## config.mk

```make
export PLATFORM = sky130hd
export DESIGN_NAME = lru_page_replacement_core
export DESIGN_NICKNAME = d
export VERILOG_FILES = /design/src/rtl/core/lrupr_pkg.sv /design/src/rtl/core/lru_page_replacement_core.sv
export VERILOG_INCLUDE_DIRS = /design/src /design/src/rtl/core
export SDC_FILE = /design/constraint.sdc
export NUM_CORES = 1
export LEC_CHECK = 0
export BUFFER_PORTS_ARGS = -buffer_cell sky130_fd_sc_hd__buf_2
export CORE_MARGIN = 2
export CORE_UTILIZATION = 48
export CTS_CLUSTER_DIAMETER = 30
export DETAILED_ROUTE_END_ITERATION = 16
export GPL_ROUTABILITY_DRIVEN = 0
export GPL_TIMING_DRIVEN = 0
export MAX_ROUTING_LAYER = met4
export PLACE_DENSITY = 0.66
export SETUP_SLACK_MARGIN = 0.5
export SLEW_MARGIN = 10
export SYNTH_ARGS = -nofsm -noshare
export SYNTH_HDL_FRONTEND = slang
export SYNTH_SLANG_ARGS = --single-unit
```

## constraint.sdc

```tcl
create_clock -name clk -period 8.4 [get_ports clk]
set_input_delay 0.84 -clock clk [delete_from_list [all_inputs] [get_ports clk]]
set_output_delay 0.84 -clock clk [all_outputs]
set_load 0.05 [all_outputs]
```

## src/rtl/core/assert_macros.svh

```systemverilog
// Assertion macros shared by the RTL of the page replacement core.
// Each macro takes a label, the clock, the active-low reset and the expressions.
`ifndef ASSERT_MACROS_SVH
`define ASSERT_MACROS_SVH

// The condition holds at every clock edge outside reset.
`define ASSERT_ALWAYS(label, clk, rst_n, cond) \
	label: assert property (@(posedge clk) disable iff (!(rst_n)) (cond)) \
		else $error("assertion failed");

// The consequence holds at the same edge as the antecedent.
`define ASSERT_IMPLIES(label, clk, rst_n, ante, cons) \
	label: assert property (@(posedge clk) disable iff (!(rst_n)) (ante) |-> (cons)) \
		else $error("assertion failed");

// The consequence holds at the edge after the antecedent.
`define ASSERT_NEXT(label, clk, rst_n, ante, cons) \
	label: assert property (@(posedge clk) disable iff (!(rst_n)) (ante) |=> (cons)) \
		else $error("assertion failed");

`endif

```

## src/rtl/core/lrupr_pkg.sv

```systemverilog
// Package of the LRU page replacement core: field widths and parameter defaults.
// Depends on nothing.
`default_nettype none

package lrupr_pkg;

	localparam int FRAMES_DEF        = 8;
	localparam int PAGE_BITS_DEF     = 16;
	localparam int PAGE_NUMBER_W     = 16;
	localparam int FRAME_COUNT_W     = 4;
	localparam int SLOT_W            = 3;
	localparam int COUNT_W           = 32;

	localparam logic [FRAME_COUNT_W-1:0] FRAME_COUNT_RESET = 4'd8;

endpackage

`default_nettype wire

```

## src/rtl/core/lru_page_replacement_core.sv

```systemverilog
// LRU page replacement core: one request per page reference, one result per request.
// Depends on lrupr_pkg and on assert_macros.svh.
//
// Usage: a page reference enters on the in_valid/in_ready channel as page_number.
// Each request yields one result on the out_valid/out_ready channel: hit, the
// frame slot that was hit or filled, the evicted page if any, and the running
// fault and hit totals, which saturate at their maximum.
// A request is registered at acceptance and resolved against all resident frames
// in parallel while held in that register; its result is then registered and offered.
// One request is taken per cycle unless the receiver stalls; the recency ranks
// and page tags are all updated in that single cycle, which sets the rate.
// When the receiver stalls, the result register holds and the input register
// fills; in_ready then drops until the result is taken.
// Reset empties all frames, clears ranks and totals, and sets the frame count
// register to eight; the user must write it with cfg_we only while no request is
// in flight; the block does not enforce it. Zero acts as one, above FRAMES as FRAMES.
`default_nettype none
`include "assert_macros.svh"

module lru_page_replacement_core #(
	parameter int FRAMES    = lrupr_pkg::FRAMES_DEF,
	parameter int PAGE_BITS = lrupr_pkg::PAGE_BITS_DEF
) (
	input  logic                                clk,
	input  logic                                arst_n,
	input  logic                                cfg_we,
	input  logic [lrupr_pkg::FRAME_COUNT_W-1:0] cfg_wdata,
	input  logic                                in_valid,
	output logic                                in_ready,
	input  logic [lrupr_pkg::PAGE_NUMBER_W-1:0] page_number,
	output logic                                out_valid,
	input  logic                                out_ready,
	output logic                                hit,
	output logic [lrupr_pkg::SLOT_W-1:0]        slot,
	output logic                                victim_valid,
	output logic [lrupr_pkg::PAGE_NUMBER_W-1:0] victim_page,
	output logic [lrupr_pkg::COUNT_W-1:0]       fault_total,
	output logic [lrupr_pkg::COUNT_W-1:0]       hit_total
);

	import lrupr_pkg::*;

	localparam int RANK_W = (FRAMES > 1) ? $clog2(FRAMES) : 1;
	localparam int FILL_W = $clog2(FRAMES + 1);

	logic [FRAME_COUNT_W-1:0] frame_count_q;
	logic [FILL_W-1:0]        filled_q;
	logic [PAGE_BITS-1:0]     page_q [FRAMES];
	logic [RANK_W-1:0]        rank_q [FRAMES];
	logic [COUNT_W-1:0]       fault_cnt_q;
	logic [COUNT_W-1:0]       hit_cnt_q;

	logic                 valid_s1;
	logic [PAGE_BITS-1:0] page_s1;
	logic                 out_valid_q;

	logic                 advance;
	logic [FILL_W-1:0]    eff_count;
	logic [FRAMES-1:0]    hit_vec;
	logic [FRAMES-1:0]    fill_oh;
	logic [FRAMES-1:0]    victim_oh;
	logic [FRAMES-1:0]    sel_oh;
	logic [FRAMES-1:0]    touch_range;
	logic                 found;
	logic                 do_fill;
	logic                 do_evict;
	logic [RANK_W-1:0]    old_rank;
	logic [RANK_W-1:0]    hit_rank;
	logic [RANK_W-1:0]    sel_idx;
	logic [PAGE_BITS-1:0] evict_page;
	logic [RANK_W-1:0]    oldest_rank;

	assign advance   = valid_s1 && (!out_valid_q || out_ready);
	assign in_ready  = !valid_s1 || advance;
	assign out_valid = out_valid_q;

	always_comb begin
		if (frame_count_q == '0) begin
			eff_count = FILL_W'(1);
		end else if (32'(frame_count_q) > 32'(FRAMES)) begin
			eff_count = FILL_W'(FRAMES);
		end else begin
			eff_count = FILL_W'(frame_count_q);
		end
	end

	assign oldest_rank = RANK_W'(filled_q - FILL_W'(1));

	always_comb begin
		hit_rank    = '0;
		sel_idx     = '0;
		evict_page  = '0;
		for (int i = 0; i < FRAMES; i++) begin
			hit_vec[i]   = (FILL_W'(i) < filled_q) && (page_q[i] == page_s1);
			fill_oh[i]   = (FILL_W'(i) == filled_q);
			victim_oh[i] = (FILL_W'(i) < filled_q) && (rank_q[i] == oldest_rank);
		end
		found    = |hit_vec;
		do_fill  = !found && (filled_q < eff_count);
		do_evict = !found && !do_fill;
		if (found) begin
			sel_oh = hit_vec;
		end else if (do_fill) begin
			sel_oh = fill_oh;
		end else begin
			sel_oh = victim_oh;
		end
		for (int i = 0; i < FRAMES; i++) begin
			if (hit_vec[i]) begin
				hit_rank = hit_rank | rank_q[i];
			end
			if (sel_oh[i]) begin
				sel_idx = sel_idx | RANK_W'(i);
			end
			if (victim_oh[i]) begin
				evict_page = evict_page | page_q[i];
			end
			touch_range[i] = do_fill ? (FILL_W'(i) <= filled_q) : (FILL_W'(i) < filled_q);
		end
		if (found) begin
			old_rank = hit_rank;
		end else if (do_fill) begin
			old_rank = RANK_W'(filled_q);
		end else begin
			old_rank = oldest_rank;
		end
	end

	always_ff @(posedge clk or negedge arst_n) begin
		if (!arst_n) begin
			frame_count_q <= FRAME_COUNT_RESET;
		end else if (cfg_we) begin
			frame_count_q <= cfg_wdata;
		end
	end

	always_ff @(posedge clk or negedge arst_n) begin
		if (!arst_n) begin
			valid_s1 <= 1'b0;
		end else if (in_ready) begin
			valid_s1 <= in_valid;
		end
	end

	always_ff @(posedge clk) begin
		if (in_ready && in_valid) begin
			page_s1 <= PAGE_BITS'(page_number);
		end
	end

	always_ff @(posedge clk or negedge arst_n) begin
		if (!arst_n) begin
			filled_q    <= '0;
			fault_cnt_q <= '0;
			hit_cnt_q   <= '0;
			for (int i = 0; i < FRAMES; i++) begin
				rank_q[i] <= '0;
			end
		end else if (advance) begin
			if (do_fill) begin
				filled_q <= filled_q + FILL_W'(1);
			end
			if (found) begin
				if (hit_cnt_q != '1) begin
					hit_cnt_q <= hit_cnt_q + COUNT_W'(1);
				end
			end else if (fault_cnt_q != '1) begin
				fault_cnt_q <= fault_cnt_q + COUNT_W'(1);
			end
			for (int i = 0; i < FRAMES; i++) begin
				if (sel_oh[i]) begin
					rank_q[i] <= '0;
				end else if (touch_range[i] && (rank_q[i] < old_rank)) begin
					rank_q[i] <= rank_q[i] + RANK_W'(1);
				end
			end
		end
	end

	always_ff @(posedge clk) begin
		if (advance && !found) begin
			for (int i = 0; i < FRAMES; i++) begin
				if (sel_oh[i]) begin
					page_q[i] <= page_s1;
				end
			end
		end
	end

	always_ff @(posedge clk or negedge arst_n) begin
		if (!arst_n) begin
			out_valid_q <= 1'b0;
		end else if (advance) begin
			out_valid_q <= 1'b1;
		end else if (out_ready) begin
			out_valid_q <= 1'b0;
		end
	end

	always_ff @(posedge clk) begin
		if (advance) begin
			hit          <= found;
			slot         <= SLOT_W'(sel_idx);
			victim_valid <= do_evict;
			victim_page  <= do_evict ? PAGE_NUMBER_W'(evict_page) : '0;
		end
	end

	assign fault_total = fault_cnt_q;
	assign hit_total   = hit_cnt_q;

	`ASSERT_ALWAYS(a_filled_bound, clk, arst_n, 32'(filled_q) <= 32'(FRAMES))
	`ASSERT_IMPLIES(a_single_hit, clk, arst_n, advance && found, $onehot(hit_vec))
	`ASSERT_IMPLIES(a_single_victim, clk, arst_n, advance && do_evict, $onehot(victim_oh))
	`ASSERT_NEXT(a_fault_count, clk, arst_n, advance && !found && (fault_cnt_q != '1),
		fault_cnt_q == $past(fault_cnt_q) + COUNT_W'(1))

endmodule

`default_nettype wire
```

Word-level counts from Yosys, hierarchy flattened
Memories as Yosys holds them, arrays and structs flattened.
Cells that the tools add are included.
{"block": "classes", "n_lt_le_gt_ge": 26, "n_mux": 76, "eq_ne": 25, "addsub": 12, "n_reduce_logical": 60, "bitwise": 15}
{"cell": "equality test 16 bit", "n": 8}
{"cell": "2-to-1 mux 16 bit", "n": 8}
{"cell": "bitwise OR 16 bit", "n": 7}
{"cell": "2-to-1 mux 3 bit", "n": 26}
{"cell": "adder 32 x 1 -> 32 bit, second input constant", "n": 2}
{"cell": "!= test 32 bit, second input constant", "n": 2}
{"cell": "2-to-1 mux 1 bit", "n": 36}
{"cell": "logical AND 1 bit", "n": 29}
{"cell": "adder 3 x 1 -> 3 bit, second input constant", "n": 8}
{"cell": "equality test 3 bit", "n": 8}
{"cell": "less-than comparator 3 bit", "n": 8}
{"cell": "bitwise OR 3 bit", "n": 7}
{"cell": "AND reduction 2 bit", "n": 9}
{"cell": "nonzero test 2 bit", "n": 9}
{"cell": "equality test 3 x 4 -> 1 bit, first input constant", "n": 4}
{"cell": "<= comparator 3 x 4 -> 1 bit, first input constant", "n": 4}
{"cell": "less-than comparator 3 x 4 -> 1 bit, first input constant", "n": 4}
{"cell": "2-to-1 mux 8 bit", "n": 2}
{"cell": "equality test 2 x 4 -> 1 bit, first input constant", "n": 2}
{"cell": "<= comparator 1 x 4 -> 1 bit, first input constant", "n": 2}
{"cell": "<= comparator 2 x 4 -> 1 bit, first input constant", "n": 2}
{"cell": "zero test 4 bit", "n": 2}
{"cell": "less-than comparator 1 x 4 -> 1 bit, first input constant", "n": 2}
{"cell": "less-than comparator 2 x 4 -> 1 bit, first input constant", "n": 2}
{"cell": "other kinds (14)", "n": 21}
{"block": "word_totals", "ram_bits": 128, "reg_bits": 135, "memories": 1, "elab_cells": 236}
{"name": "page_q", "depth": 8, "width": 16, "read_ports": 8, "rd_ports_with_merged_regs": 0, "write_ports": 8, "line_no": "lru_page_replacement_core.sv:48", "rtl": "logic [PAGE_BITS-1:0] page_q [FRAMES];"}

Depth between registers and ports, before layout
Gate-level depths: netlist (run 1).
An unclocked memory read counts as a cell.
{"block": "depth", "word_depth": 23, "ltp_mapped": 20, "mapped_depth_nobuf": 17}

Least setup slack after synthesis (run 1)
Ideal clock, no wire load.
{"block": "synth_path", "path_type": "register to register", "from": "register filled_q[1]", "to": "register rank_q[5] (netlist name)", "t_arrival_ps": 4092, "setup_ps": 78, "path_slack_ps": 4231, "path_stages_with_launch": 18, "required_time_ps": 8322, "cell_sequence": "dfrtp_1 -> ha_1 -> a21oi_1 -> or4_4 -> nor4_2 -> nor4b_4 -> or4_1 -> buf_4 -> nor2_4 -> a21oi_1 -> ha_1 -> a21oi_1 -> nand2_1 -> nor3_1 -> a31oi_1 -> a21boi_1 -> or3_1 -> a21boi_1"}
{"block": "synth_between", "elab_chain_cells": 22}
{"item": "start, declared", "line_no": "lru_page_replacement_core.sv:47", "rtl": "logic [FILL_W-1:0] filled_q;"}
{"item": "start signal, assigned", "line_no": "lru_page_replacement_core.sv:161", "rtl": "filled_q <= filled_q + FILL_W'(1);"}
{"item": "less-than comparator 1 x 4 -> 1 bit", "line_no": "lru_page_replacement_core.sv:94", "rtl": "hit_vec[i] = (FILL_W'(i) < filled_q) && (page_q[i] == page_s1);"}
{"item": "logical AND 1 bit", "line_no": "lru_page_replacement_core.sv:94"}
{"item": "2-to-1 mux 3 bit", "line_no": "lru_page_replacement_core.sv:109", "rtl": "if (hit_vec[i]) begin"}
{"item": "bitwise OR 3 bit", "line_no": "lru_page_replacement_core.sv:110", "rtl": "hit_rank = hit_rank | rank_q[i];"}
{"item": "2-to-1 mux 3 bit", "line_no": "lru_page_replacement_core.sv:109"}
{"item": "bitwise OR 3 bit", "line_no": "lru_page_replacement_core.sv:110"}
{"item": "2-to-1 mux 3 bit", "line_no": "lru_page_replacement_core.sv:109"}
{"item": "bitwise OR 3 bit", "line_no": "lru_page_replacement_core.sv:110"}
{"item": "[... 6 more ...]"}
{"item": "2-to-1 mux 3 bit", "line_no": "lru_page_replacement_core.sv:109"}
{"item": "bitwise OR 3 bit", "line_no": "lru_page_replacement_core.sv:110"}
{"item": "2-to-1 mux 3 bit", "line_no": "lru_page_replacement_core.sv:109"}
{"item": "2-to-1 mux 3 bit", "line_no": "lru_page_replacement_core.sv:120", "rtl": "if (found) begin"}
{"item": "less-than comparator 3 bit", "line_no": "lru_page_replacement_core.sv:173", "rtl": "end else if (touch_range[i] && (rank_q[i] < old_rank)) begin"}
{"item": "logical AND 1 bit", "line_no": "lru_page_replacement_core.sv:173"}
{"item": "nonzero test 2 bit (no source line)"}
{"item": "AND reduction 2 bit (no source line)"}
{"item": "end signal, assigned by index", "line_no": "lru_page_replacement_core.sv:174", "rtl": "rank_q[i] <= rank_q[i] + RANK_W'(1);"}
{"item": "end, declared", "line_no": "lru_page_replacement_core.sv:49", "rtl": "logic [RANK_W-1:0] rank_q [FRAMES];"}
Parallel ways exist; a longest one is shown, timed or not.
A chain may end at the register's enable or synchronous reset.

Worst setup path after layout (run 1)
{"block": "layout_path", "from": "register filled_q[0]", "to": "register rank_q[5] (netlist name)"}
{"item": "subtractor 3 x 1 -> 3 bit (*)", "line_no": "lru_page_replacement_core.sv:87", "rtl": "assign oldest_rank = RANK_W'(filled_q - FILL_W'(1));"}
{"item": "net oldest_rank[0]", "line_no": "lru_page_replacement_core.sv:71", "rtl": "logic [RANK_W-1:0] oldest_rank;"}
{"item": "2-to-1 mux 3 bit or equality test 3 bit (tied branches)", "line_no": "lru_page_replacement_core.sv:122, lru_page_replacement_core.sv:96"}
{"item": "2-to-1 mux 3 bit or logical AND 1 bit (tied branches)", "line_no": "lru_page_replacement_core.sv:120, lru_page_replacement_core.sv:96"}
{"item": "less-than comparator 3 bit or 2-to-1 mux 8 bit (tied branches)", "line_no": "lru_page_replacement_core.sv:173, lru_page_replacement_core.sv:103"}
{"item": "logical AND 1 bit or 2-to-1 mux 8 bit (tied branches)", "line_no": "lru_page_replacement_core.sv:173, lru_page_replacement_core.sv:101"}
{"item": "nonzero test 2 bit (no source line)"}
{"item": "AND reduction 2 bit (no source line)"}
The timed path passes the listed nets; every way through them passes the cells marked *.

==> metrics.yaml, run 1 <==
clocking:
  ctsResizeCount: 0
  postCtsHoldBufs: 0
  cts_tree: "built"
  cts-buffers-inserted: 57
  cts_setup_buffers: 0
  cts.clk_slew.worst_paths_ns: 0.05
  cts.sinks: 263
  cts-root-buf: "clkbuf_16"
  htreeDepth: 2
  clock_path_buffers: 3
  clock_latency_ns: 0.56
power_and_ir_drop:
  vdd_drop_max_mv: 0.2374
  p_leak_uw: 0.006931
  powerDensity_mw_per_mm2: 391.7
global_route:
  overflow: 0
  grt_pass1_vias: 10480
  grt_max_degree: 87
  grt_usage: 0.2789
  grt_pass1_wl_mm: 62.08
  antenna_found_initial: 0
flow_run:
  max-cap-violations: 0
yosys:
  synthCells: 1168
  synthXorXnorAreaFrac: 0.1424
  synthAdderAreaFrac: 0.03012
  netlist.area_leader.share: 0.3615
  synth_ff_type: "edfxtp_1"
  synth-seq-cells: 263
  synth-simple-area-share: 0.1545
  syn_area_mm2: 0.01371
  synthMuxAreaShare: 0.01953
  synthArstFlopShare: 0.3726
  synth_area_leaders: "edfxtp_1, dfrtp_1, xor2_1"
  ys_types: 74
  synth_top_family_by_area: "simple AND/OR/NAND/NOR gates"
  synth_area_per_cell_um2: 11.74
  synthesis.nets: 1226
  seq_area_frac_synth: 0.5405
  ys_warn_count: 0
  synth_edf_count: 165
  yosysTopAreaCell: "edfxtp_1"
  synth-compound-area-share: 0.08626
critical_path:
  critical_path_class: "reg2reg"
  end_kind: "flip-flop"
  worst_ep_arrival_time_ns: 5.92
  path_max_fanout: 8
  startpoint_type: "flip-flop"
  cp.required_ns: 8.88
detailed_routing:
  drt_iter0_markers: 1149
  wire_per_inst_um: 22.83
  via_per_inst: 5.926
  dr.pass1.iters: 7
  ant_nets: 0
  routed_wl_mm: 40.55
  drc: 0
  via_count: 10530
timing:
  hold_violations: 0
  finalClockSkew_ns: 0.01782
  worstMarginPinSlew_ns: 1.113
  post-route-period-util: 0.6476
  setup_tns_ns: 0
  finalCriticalPeriod_ns: 5.440
  timing.hold.ws_ns: 0.1008
  slew_headroom: 0.2549
  finalSetupViolCount: 0
  grt_setup_unrepaired: "no"
  final_max_slew_viol_count: 0
  setup_ws_ns: 2.960
  fmax_mhz: 183.8
cells_and_area:
  drive_gt1_frac: 0.2082
  synthToLayoutAreaGrowth_pct: 23.94
  n_antenna_cell: 0
  layout.nets: 1408
  stdcell_count: 1776
  fill_cells: 2236
  fin_area_mm2: 0.01699
die:
  initial_core_util: 0.4907
  die-width_um: 173.0
  row_count: 61
  core_mm2: 0.02793
  fp.dieH_um: 173.0
  die_area_mm2: 0.02992
  ioPinCount: 112
placement:
  dp_hpwl_mm: 28.81
  post-place-ws_ns: 3.006
  placed_area_mm2: 0.01497
  place_inst: 1669
  port-buffer-count: 111
worst_hold_path:
  hold_path_class: "in2async"
outcome:
  status: "finished, final reports clean"
-- per-layer routing --
layer  share of wire  global-route usage  vias to the layer above
li1                -                   -                     4715
met1            0.41              0.3595                     5046
met2            0.44              0.4125                      600
met3            0.10             0.07256                      164
met4           0.050              0.1303                        0
met5               0                   -                        -
-- sequential cells by signal, indices dropped and copies added (netlist names) --
signal / flops
out_valid: 1
hit_total: 32
rank_q: 24
hit: 1
frame_count_q: 4
valid_s1: 1
filled_q: 4
page_s1: 16
slot: 3
victim_page: 16
victim_valid: 1
fault_total: 32
page_q: 128
-- worst paths after layout --
path | from | end | slack [ns] | cells past startpoint
max in group asynchronous | arst_n | hit_total[24] | 7.64 | 2
min in group clk | page_number[14] | page_s1[14] | 0.45 | 1
worst max-delay path | filled_q[0] | rank_q[5] | 2.96 | 19
worst min-delay path | arst_n | rank_q[2] | 0.10 | 1
worst max register to register | filled_q[0] | rank_q[5] | 2.96 | 19
worst min register to register | valid_s1 | out_valid | 0.48 | 1
-- kinds of logic (layout without fill, tap and decap cells) --
logic type               count (synthesis)  after routing
AND/OR/NAND/NOR                        391            391
flip-flops                             263            263
XOR/XNOR                               222            222
AO/OA/AOI/OAI                          153            153
buffers and inverters                   80            310
adder cells (fa/ha/maj)                 33             33
multiplexers                            26             26
-- area by class of cell --
| cell class | count | area [µm²] | area share |
|---|---|---|---|
| Clock inverter | 42 | 545.5 | 0.03211 |
| Buffer | 46 | 239.0 | 0.01407 |
| Timing Repair Buffer | 123 | 732.0 | 0.04308 |
| Multi-Input combinational cell | 825 | 5997 | 0.3530 |
| Tap cell | 378 | 473.0 | 0.02784 |
| Inverter | 34 | 127.6 | 0.007512 |
| Sequential cell | 263 | 7408 | 0.4361 |
| Clock buffer | 65 | 1466 | 0.08632 |
-- layout by cell type (no fill, tap or decap), types with 26 or more instances in the layout --
cell / netlist / final
edfxtp_1: 165 / 165
buf_2: 15 / 127
xor2_1: 121 / 121
nand2_1: 104 / 104
xnor2_1: 100 / 100
dfrtp_1: 97 / 97
clkbuf_16: 0 / 57
nand3_1: 51 / 51
nor2_1: 54 / 46
a22oi_1: 36 / 36
ha_1: 33 / 33
inv_1: 32 / 32
nand4_1: 30 / 30
nor4_1: 31 / 27
nor3_1: 26 / 26
-- synthesized netlist by cell type (all sizes together) (3+ instances only) --
cell type and count:
a211oi 5, a21oi 15, a221o 3, a221oi 19, a22o 18, a22oi 36, a31oi 25, a32o 4
and2 7, and3 19, buf 28, clkbuf 18, dfrtp 97, edfxtp 165, ha 33, inv 33
mux2 6, mux2i 20, nand2 104, nand2b 17, nand3 52, nand3b 4, nand4 30, nor2 55
nor2b 3, nor3 31, nor3b 6, nor4 36, nor4b 5, o21ai 6, o31ai 3, or2 3
or3 4, or4 9, xnor2 100, xor2 122
-- critical path: stages (launching register included) --
cell	delay, ns
dfrtp_1	0.34
clkbuf_1	0.44
inv_2	0.16
ha_1	0.31
nor3b_2	0.22
nor4_1	0.45
nand4_1	0.22
nor2_1	0.49
or4_1	0.21
buf_4	0.17
nor2_4	0.09
a21oi_1	0.69
ha_1	0.38
a21oi_1	0.16
nand2_1	0.11
nor3_1	0.15
a31oi_1	0.10
a21boi_1	0.15
or3_1	0.36
a21boi_1	0.14
-- stage by stage --
step	power, µW	util
floorplan	3452	-
global placement	4157	0.5275
detailed placement	4262	0.5358
CTS	6607	0.6079
global route	6942	0.6082
finish	6654	0.6082
-- report_power, final --
group | total, µW | leakage [µW] | internal (µW) | switching [µW]
Sequential | 1910 | 0.00278 | 1670 | 240
Clock | 2320 | 0.000958 | 1590 | 726
Combinational | 2430 | 0.00320 | 808 | 1620
(Power assumes the default switching activity.)
==> inputs of run 2 (changes only) <==
==> constraint.sdc (replaced) <==
create_clock -name clk -period 5.1 [get_ports clk]
set_input_delay 0.51 -clock clk [delete_from_list [all_inputs] [get_ports clk]]
set_output_delay 0.51 -clock clk [all_outputs]
set_load 0.05 [all_outputs]
==> run 2 against run 1 <==
  * Combinational power grew 70%
  * Clock power is 65% higher
  * Final cell count is 0.68% higher
  * Maximum frequency increased by 22%
  * Via count increased by 1.4%
  * Register-to-register slack got worse by 2.3 ns
  * Clock skew rose by 0.0010 ns
  * Non-clock buffer count grew 12
  * Die area unchanged
  * Critical path depth fell by 7
  * Wire length grew 0.49%
==> metrics.yaml, run 2 (synthesis gave the netlist of run 1 again) <==
critical_path:
  path_max_fanout: 9
  worst_ep_arrival_time_ns: 4.72
  reg2reg_from: "filled_q[0]"
  critical_path_class: "reg2reg"
  end_kind: "flip-flop"
  startpoint_type: "flip-flop"
  crit_path_start: "filled_q[0]"
  reg2reg_to: "page_q[0][34]"
  reg2reg_depth: 12
  rrSetupSlack_ns: 0.64
  cp.required_ns: 5.36
detailed_routing:
  drc: 0
  drt_iter0_markers: 1273
  via_per_inst: 5.968
  via_count: 10670
  routed_wl_mm: 40.75
  wire_per_inst_um: 22.79
  ant_nets: 0
  dr.pass1.iters: 10
timing:
  slew_headroom: 0.2562
  setup_ws_ns: 0.6393
  post-route-period-util: 0.8746
  finalClockSkew_ns: 0.01883
  hold_violations: 0
  fmax_mhz: 224.2
  final_max_slew_viol_count: 0
  setup_tns_ns: 0
  grt_setup_unrepaired: "no"
  finalCriticalPeriod_ns: 4.461
  worstMarginPinSlew_ns: 1.112
  finalSetupViolCount: 0
global_route:
  overflow: 0
  grt_max_degree: 87
  grt_pass1_vias: 10470
  grt_usage: 0.2794
  grt_pass1_wl_mm: 62.47
  antenna_found_initial: 0
placement:
  place_inst: 1669
  port-buffer-count: 111
  post-place-ws_ns: -0.2940
  placed_area_mm2: 0.01497
  dp_hpwl_mm: 28.81
clocking:
  cts-root-buf: "clkbuf_16"
  cts-buffers-inserted: 57
  clock_path_buffers: 3
  cts.sinks: 263
  cts_tree: "built"
  htreeDepth: 2
  cts.clk_slew.worst_paths_ns: 0.05
  clock_latency_ns: 0.57
worst_hold_path:
  hold_path_class: "in2reg"
  holdCritStartpoint: "page_number[14]"
  min_to: "page_s1[14]"
  hold_depth: 1
cells_and_area:
  synthToLayoutAreaGrowth_pct: 25.37
  largest_register_ff_count: 128
  layout_commonest_cell: "edfxtp_1"
  final_cell_mix: "edfxtp_1, buf_2, xor2_1"
  fin_area_mm2: 0.01718
  drive_gt1_frac: 0.2234
  stdcell_count: 1788
  n_antenna_cell: 0
  top_register: "page_q"
  layout.nets: 1420
power_and_ir_drop:
  switching_share: 0.3892
  p_leak_uw: 0.007008
  internal_power_uw: 6768
  p_seq_frac: 0.284
  clkPwrFrac: 0.345
  power_uw: 11080
  vdd_drop_max_mv: 0.3916
  powerDensity_mw_per_mm2: 644.9
  switching_power_uw: 4313
  p_comb_frac: 0.371
die:
  initial_core_util: 0.4907
  row_count: 61
  die-width_um: 173.0
  fp.dieH_um: 173.0
  core_mm2: 0.02793
  die_area_mm2: 0.02992
  ioPinCount: 112
outcome:
  status: "finished, final reports clean"
flow_run:
  max-cap-violations: 0
## run 2: layout make-up
cell class | count | area [µm²]
multi-input cells | 825 | 6095
clock buffers | 65 | 1466
well taps | 378 | 473.0
flip-flops and latches | 263 | 7410
plain buffers | 46 | 242.7
inverters | 34 | 127.6
repair buffers | 135 | 824.5
fillers | 2220 | 10750
clock inverters | 42 | 545.5
## run 2: through the flow
step / hold WS, ns / utilization
after floorplan: 0.2144 / -
after global placement: 0.4652 / 0.5275
after detailed placement: 0.3387 / 0.5358
after CTS: 0.1026 / 0.6096
after global routing: 0.1032 / 0.6152
final: 0.1164 / 0.6152
## run 2: worst max-delay path by stage
stage                    end  depth (start not counted)
3_5_place_dp       rank_q[5]                         17
3_3_place_gp   page_q[1][44]                         10
4_1_cts            rank_q[5]                         17
6_report       page_q[0][34]                         12
5_1_grt            rank_q[5]                         17
2_1_floorplan      rank_q[5]                         17
## run 2: power by group through the flow
stage / Combinational [µW] / Sequential, µW / Clock [µW]
floorplan: 2300 / 3380 / 0
global placement: 3690 / 3160 / 0
detailed placement: 3870 / 3150 / 0
CTS: 3940 / 3130 / 3850
global route: 4380 / 3180 / 3990
finish: 4120 / 3150 / 3820
## run 2: critical path, cell delays in order (launching register included)
cell and delay (ns):
dfrtp_1 0.38, buf_2 0.27, inv_2 0.12, ha_1 0.26, xor2_2 0.54, xor2_1 0.16
nor4_2 0.61, nor2b_1 0.22, a31oi_1 0.06, nor4b_1 0.51, nor2_1 0.25, nor2_2 0.53
buf_8 0.26
## run 2: metal layers
| layer | part of all wire | vias to the layer above | global-route usage |
|---|---|---|---|
| met3 | 0.096 | 143 | 0.06069 |
| li1 | - | 4743 | - |
| met4 | 0.043 | 0 | 0.1190 |
| met5 | 0 | - | - |
| met1 | 0.41 | 5168 | 0.3672 |
| met2 | 0.45 | 616 | 0.4198 |
## run 2: repair_timing
item | in CTS | in global routing
endpoints found under the setup margin | 24 | 26
endpoints found under the hold margin | 12 | 0
hold buffers | 1 | 0
pin swaps | 0 | 5
resized for setup | 7 | 16
setup buffers | 1 | 10
gates cloned | 0 | 0
==> inputs of run 3 (changes only) <==
--- a/config.mk
+++ b/config.mk
@@ -15,6 +15,7 @@
 export GPL_TIMING_DRIVEN = 0
 export MAX_ROUTING_LAYER = met4
 export PLACE_DENSITY = 0.66
+export REMOVE_ABC_BUFFERS = 1
 export SETUP_SLACK_MARGIN = 0.5
 export SLEW_MARGIN = 10
 export SYNTH_ARGS = -nofsm -noshare
==> run 3 against run 2 <==
  * Global-route usage down 1.5 points
  * First-iteration DRC count shrank 26%
  * Sequential power rose by 1%
  * Sequential share of layout area shrank 0.44 points
  * Wire length shrank 4.2%
  * Highest routed layer unchanged
  * Count of clock-buffer cells in the layout increased by 6
  * Combinational power fell by 2%
  * Setup slack got worse by 0.16 ns
  * Critical path depth increased by 5
==> metrics.yaml, run 3 (synthesis gave the netlist of run 1 again) <==
outcome:
  status: "finished, final reports clean"
critical_path:
  startpoint_type: "flip-flop"
  critPathSlowestCell: "or4_4"
  reg2reg_from: "filled_q[0]"
  path_max_fanout: 7
  worst_ep_arrival_time_ns: 5.07
  crit_path_start: "filled_q[0]"
  critPathMaxStageDelay_ns: 0.64
  cp.required_ns: 5.55
  end_kind: "flip-flop"
  critical_path_class: "reg2reg"
  path_cells: "inv_2 -> ha_1 -> nor2b_1 -> o2111ai_2 -> nor3_1 -> and3_1 -> or4_4 -> nor2_4 -> a21oi_4 -> ha_1 -> a21oi_1 -> nand2_1 -> nor3_1 -> a31oi_1 -> a21boi_1 -> or3_1 -> a21boi_1"
detailed_routing:
  drt_iter0_markers: 943
  dr_wl_met2_mm: 17.41
  met3_length_mm: 3.579
  via_count: 10520
  wl_met1_mm: 16.51
  routed_wl_mm: 39.03
  wire_per_inst_um: 21.91
  ant_nets: 0
  via_per_inst: 5.904
  top_layer: "met4"
  dr.pass1.iters: 6
  drc: 0
power_and_ir_drop:
  power_uw: 11230
  p_leak_uw: 0.007097
  vdd_drop_max_mv: 0.4313
  powerDensity_mw_per_mm2: 646.4
cells_and_area:
  top_register: "page_q"
  ff_latch_area_mm2: 0.007416
  fill_cells: 2209
  stdcell_count: 1781
  layout.nets: 1408
  largest_register_ff_count: 128
  layout_commonest_cell: "edfxtp_1"
  drive_gt1_frac: 0.2375
  multi_input_area_mm2: 0.006078
  synthToLayoutAreaGrowth_pct: 26.77
  final_cell_mix: "edfxtp_1, xor2_1, buf_2"
  fin_area_mm2: 0.01738
die:
  row_count: 61
  fp.dieH_um: 173.0
  ioPinCount: 112
  initial_core_util: 0.4907
  core_mm2: 0.02793
  die-width_um: 173.0
  die_area_mm2: 0.02992
placement:
  place_inst: 1633
  placed_area_mm2: 0.01484
  port-buffer-count: 111
  post-place-ws_ns: -0.9180
  dp_hpwl_mm: 27.39
clocking:
  clock_path_buffers: 3
  htreeDepth: 2
  cts-buffers-inserted: 60
  cts_tree: "built"
  cts-root-buf: "clkbuf_16"
  clock_latency_ns: 0.60
  cts.sinks: 263
  cts.clk_slew.worst_paths_ns: 0.05
timing:
  fmax_mhz: 216.4
  finalSetupViolCount: 0
  slew_headroom: 0.2868
  finalCriticalPeriod_ns: 4.621
  post-route-period-util: 0.9060
  finalClockSkew_ns: 0.06114
  final_max_slew_viol_count: 0
  setup_ws_ns: 0.4792
  timing.hold.ws_ns: 0.09326
  worstMarginPinSlew_ns: 1.070
  hold_violations: 0
  grt_setup_unrepaired: "yes"
global_route:
  grt_pass1_vias: 10210
  grt_pass1_wl_mm: 59.97
  antenna_found_initial: 1
  grt_max_degree: 86
  overflow: 0
  grt_usage: 0.2645
worst_hold_path:
  hold_path_class: "in2reg"
  holdCritStartpoint: "page_number[5]"
flow_run:
  max-cap-violations: 0
==> run 3: final cells by class <==
class,instances,area share
clock buffers,71,0.09173
diodes,1,0.0001440
well taps,378,0.02722
repair buffers,166,0.06329
inverters,34,0.007416
flip-flops and latches,263,0.4268
multi-input cells,825,0.3498
clock inverters,43,0.03363
==> run 3: path summary, 6_finish.rpt <==
kind                                   end  slack, ns  cells past startpoint
max                              rank_q[5]       0.48                     17
min                             page_s1[5]       0.09                      1
max reg2reg                      rank_q[5]       0.48                     17
min reg2reg                fault_total[23]       0.48                      1
max in group asynchronous        rank_q[6]       4.07                      3
min in group asynchronous       rank_q[16]       0.32                      2
==> run 3: critical path, delay by kind of cell (launching register included) <==
family	cells	cell delay, ns
AOI/OAI and AO/OA	6	1.08
buffers and inverters	1	0.16
adders and majority gates	2	0.60
DFF	1	0.51
and+or+nand+nor	8	2.19
==> run 3: through the flow <==
step	util	TNS [ns]
global placement	0.5190	-255.45
detailed placement	0.5312	-13.95
finish	0.6221	0
CTS	0.6121	0
global route	0.6221	0
floorplan	-	0
==> run 3: power by group <==
| part | internal, µW | total (µW) | switching [µW] |
|---|---|---|---|
| registers | 2750 | 3190 | 439 |
| clock network | 2750 | 4020 | 1270 |
| logic | 1460 | 4020 | 2560 |
==> run 3: timing repair <==
item                                    in CTS  in global routing
resized for setup                           15                  4
hold endpoints to repair                    13                  0
cloned                                       0                  0
endpoints found under the setup margin     202                 21
setup buffers                                2                 30
hold buffers                                 1                  0
pin swaps                                    2                  2
==> run 3: layer usage <==
layer | vias up | track usage
li1 | 4713 | -
met1 | 5123 | 0.3596
met2 | 549 | 0.3872
met3 | 130 | 0.05497
met4 | 0 | 0.1091
met5 | - | -
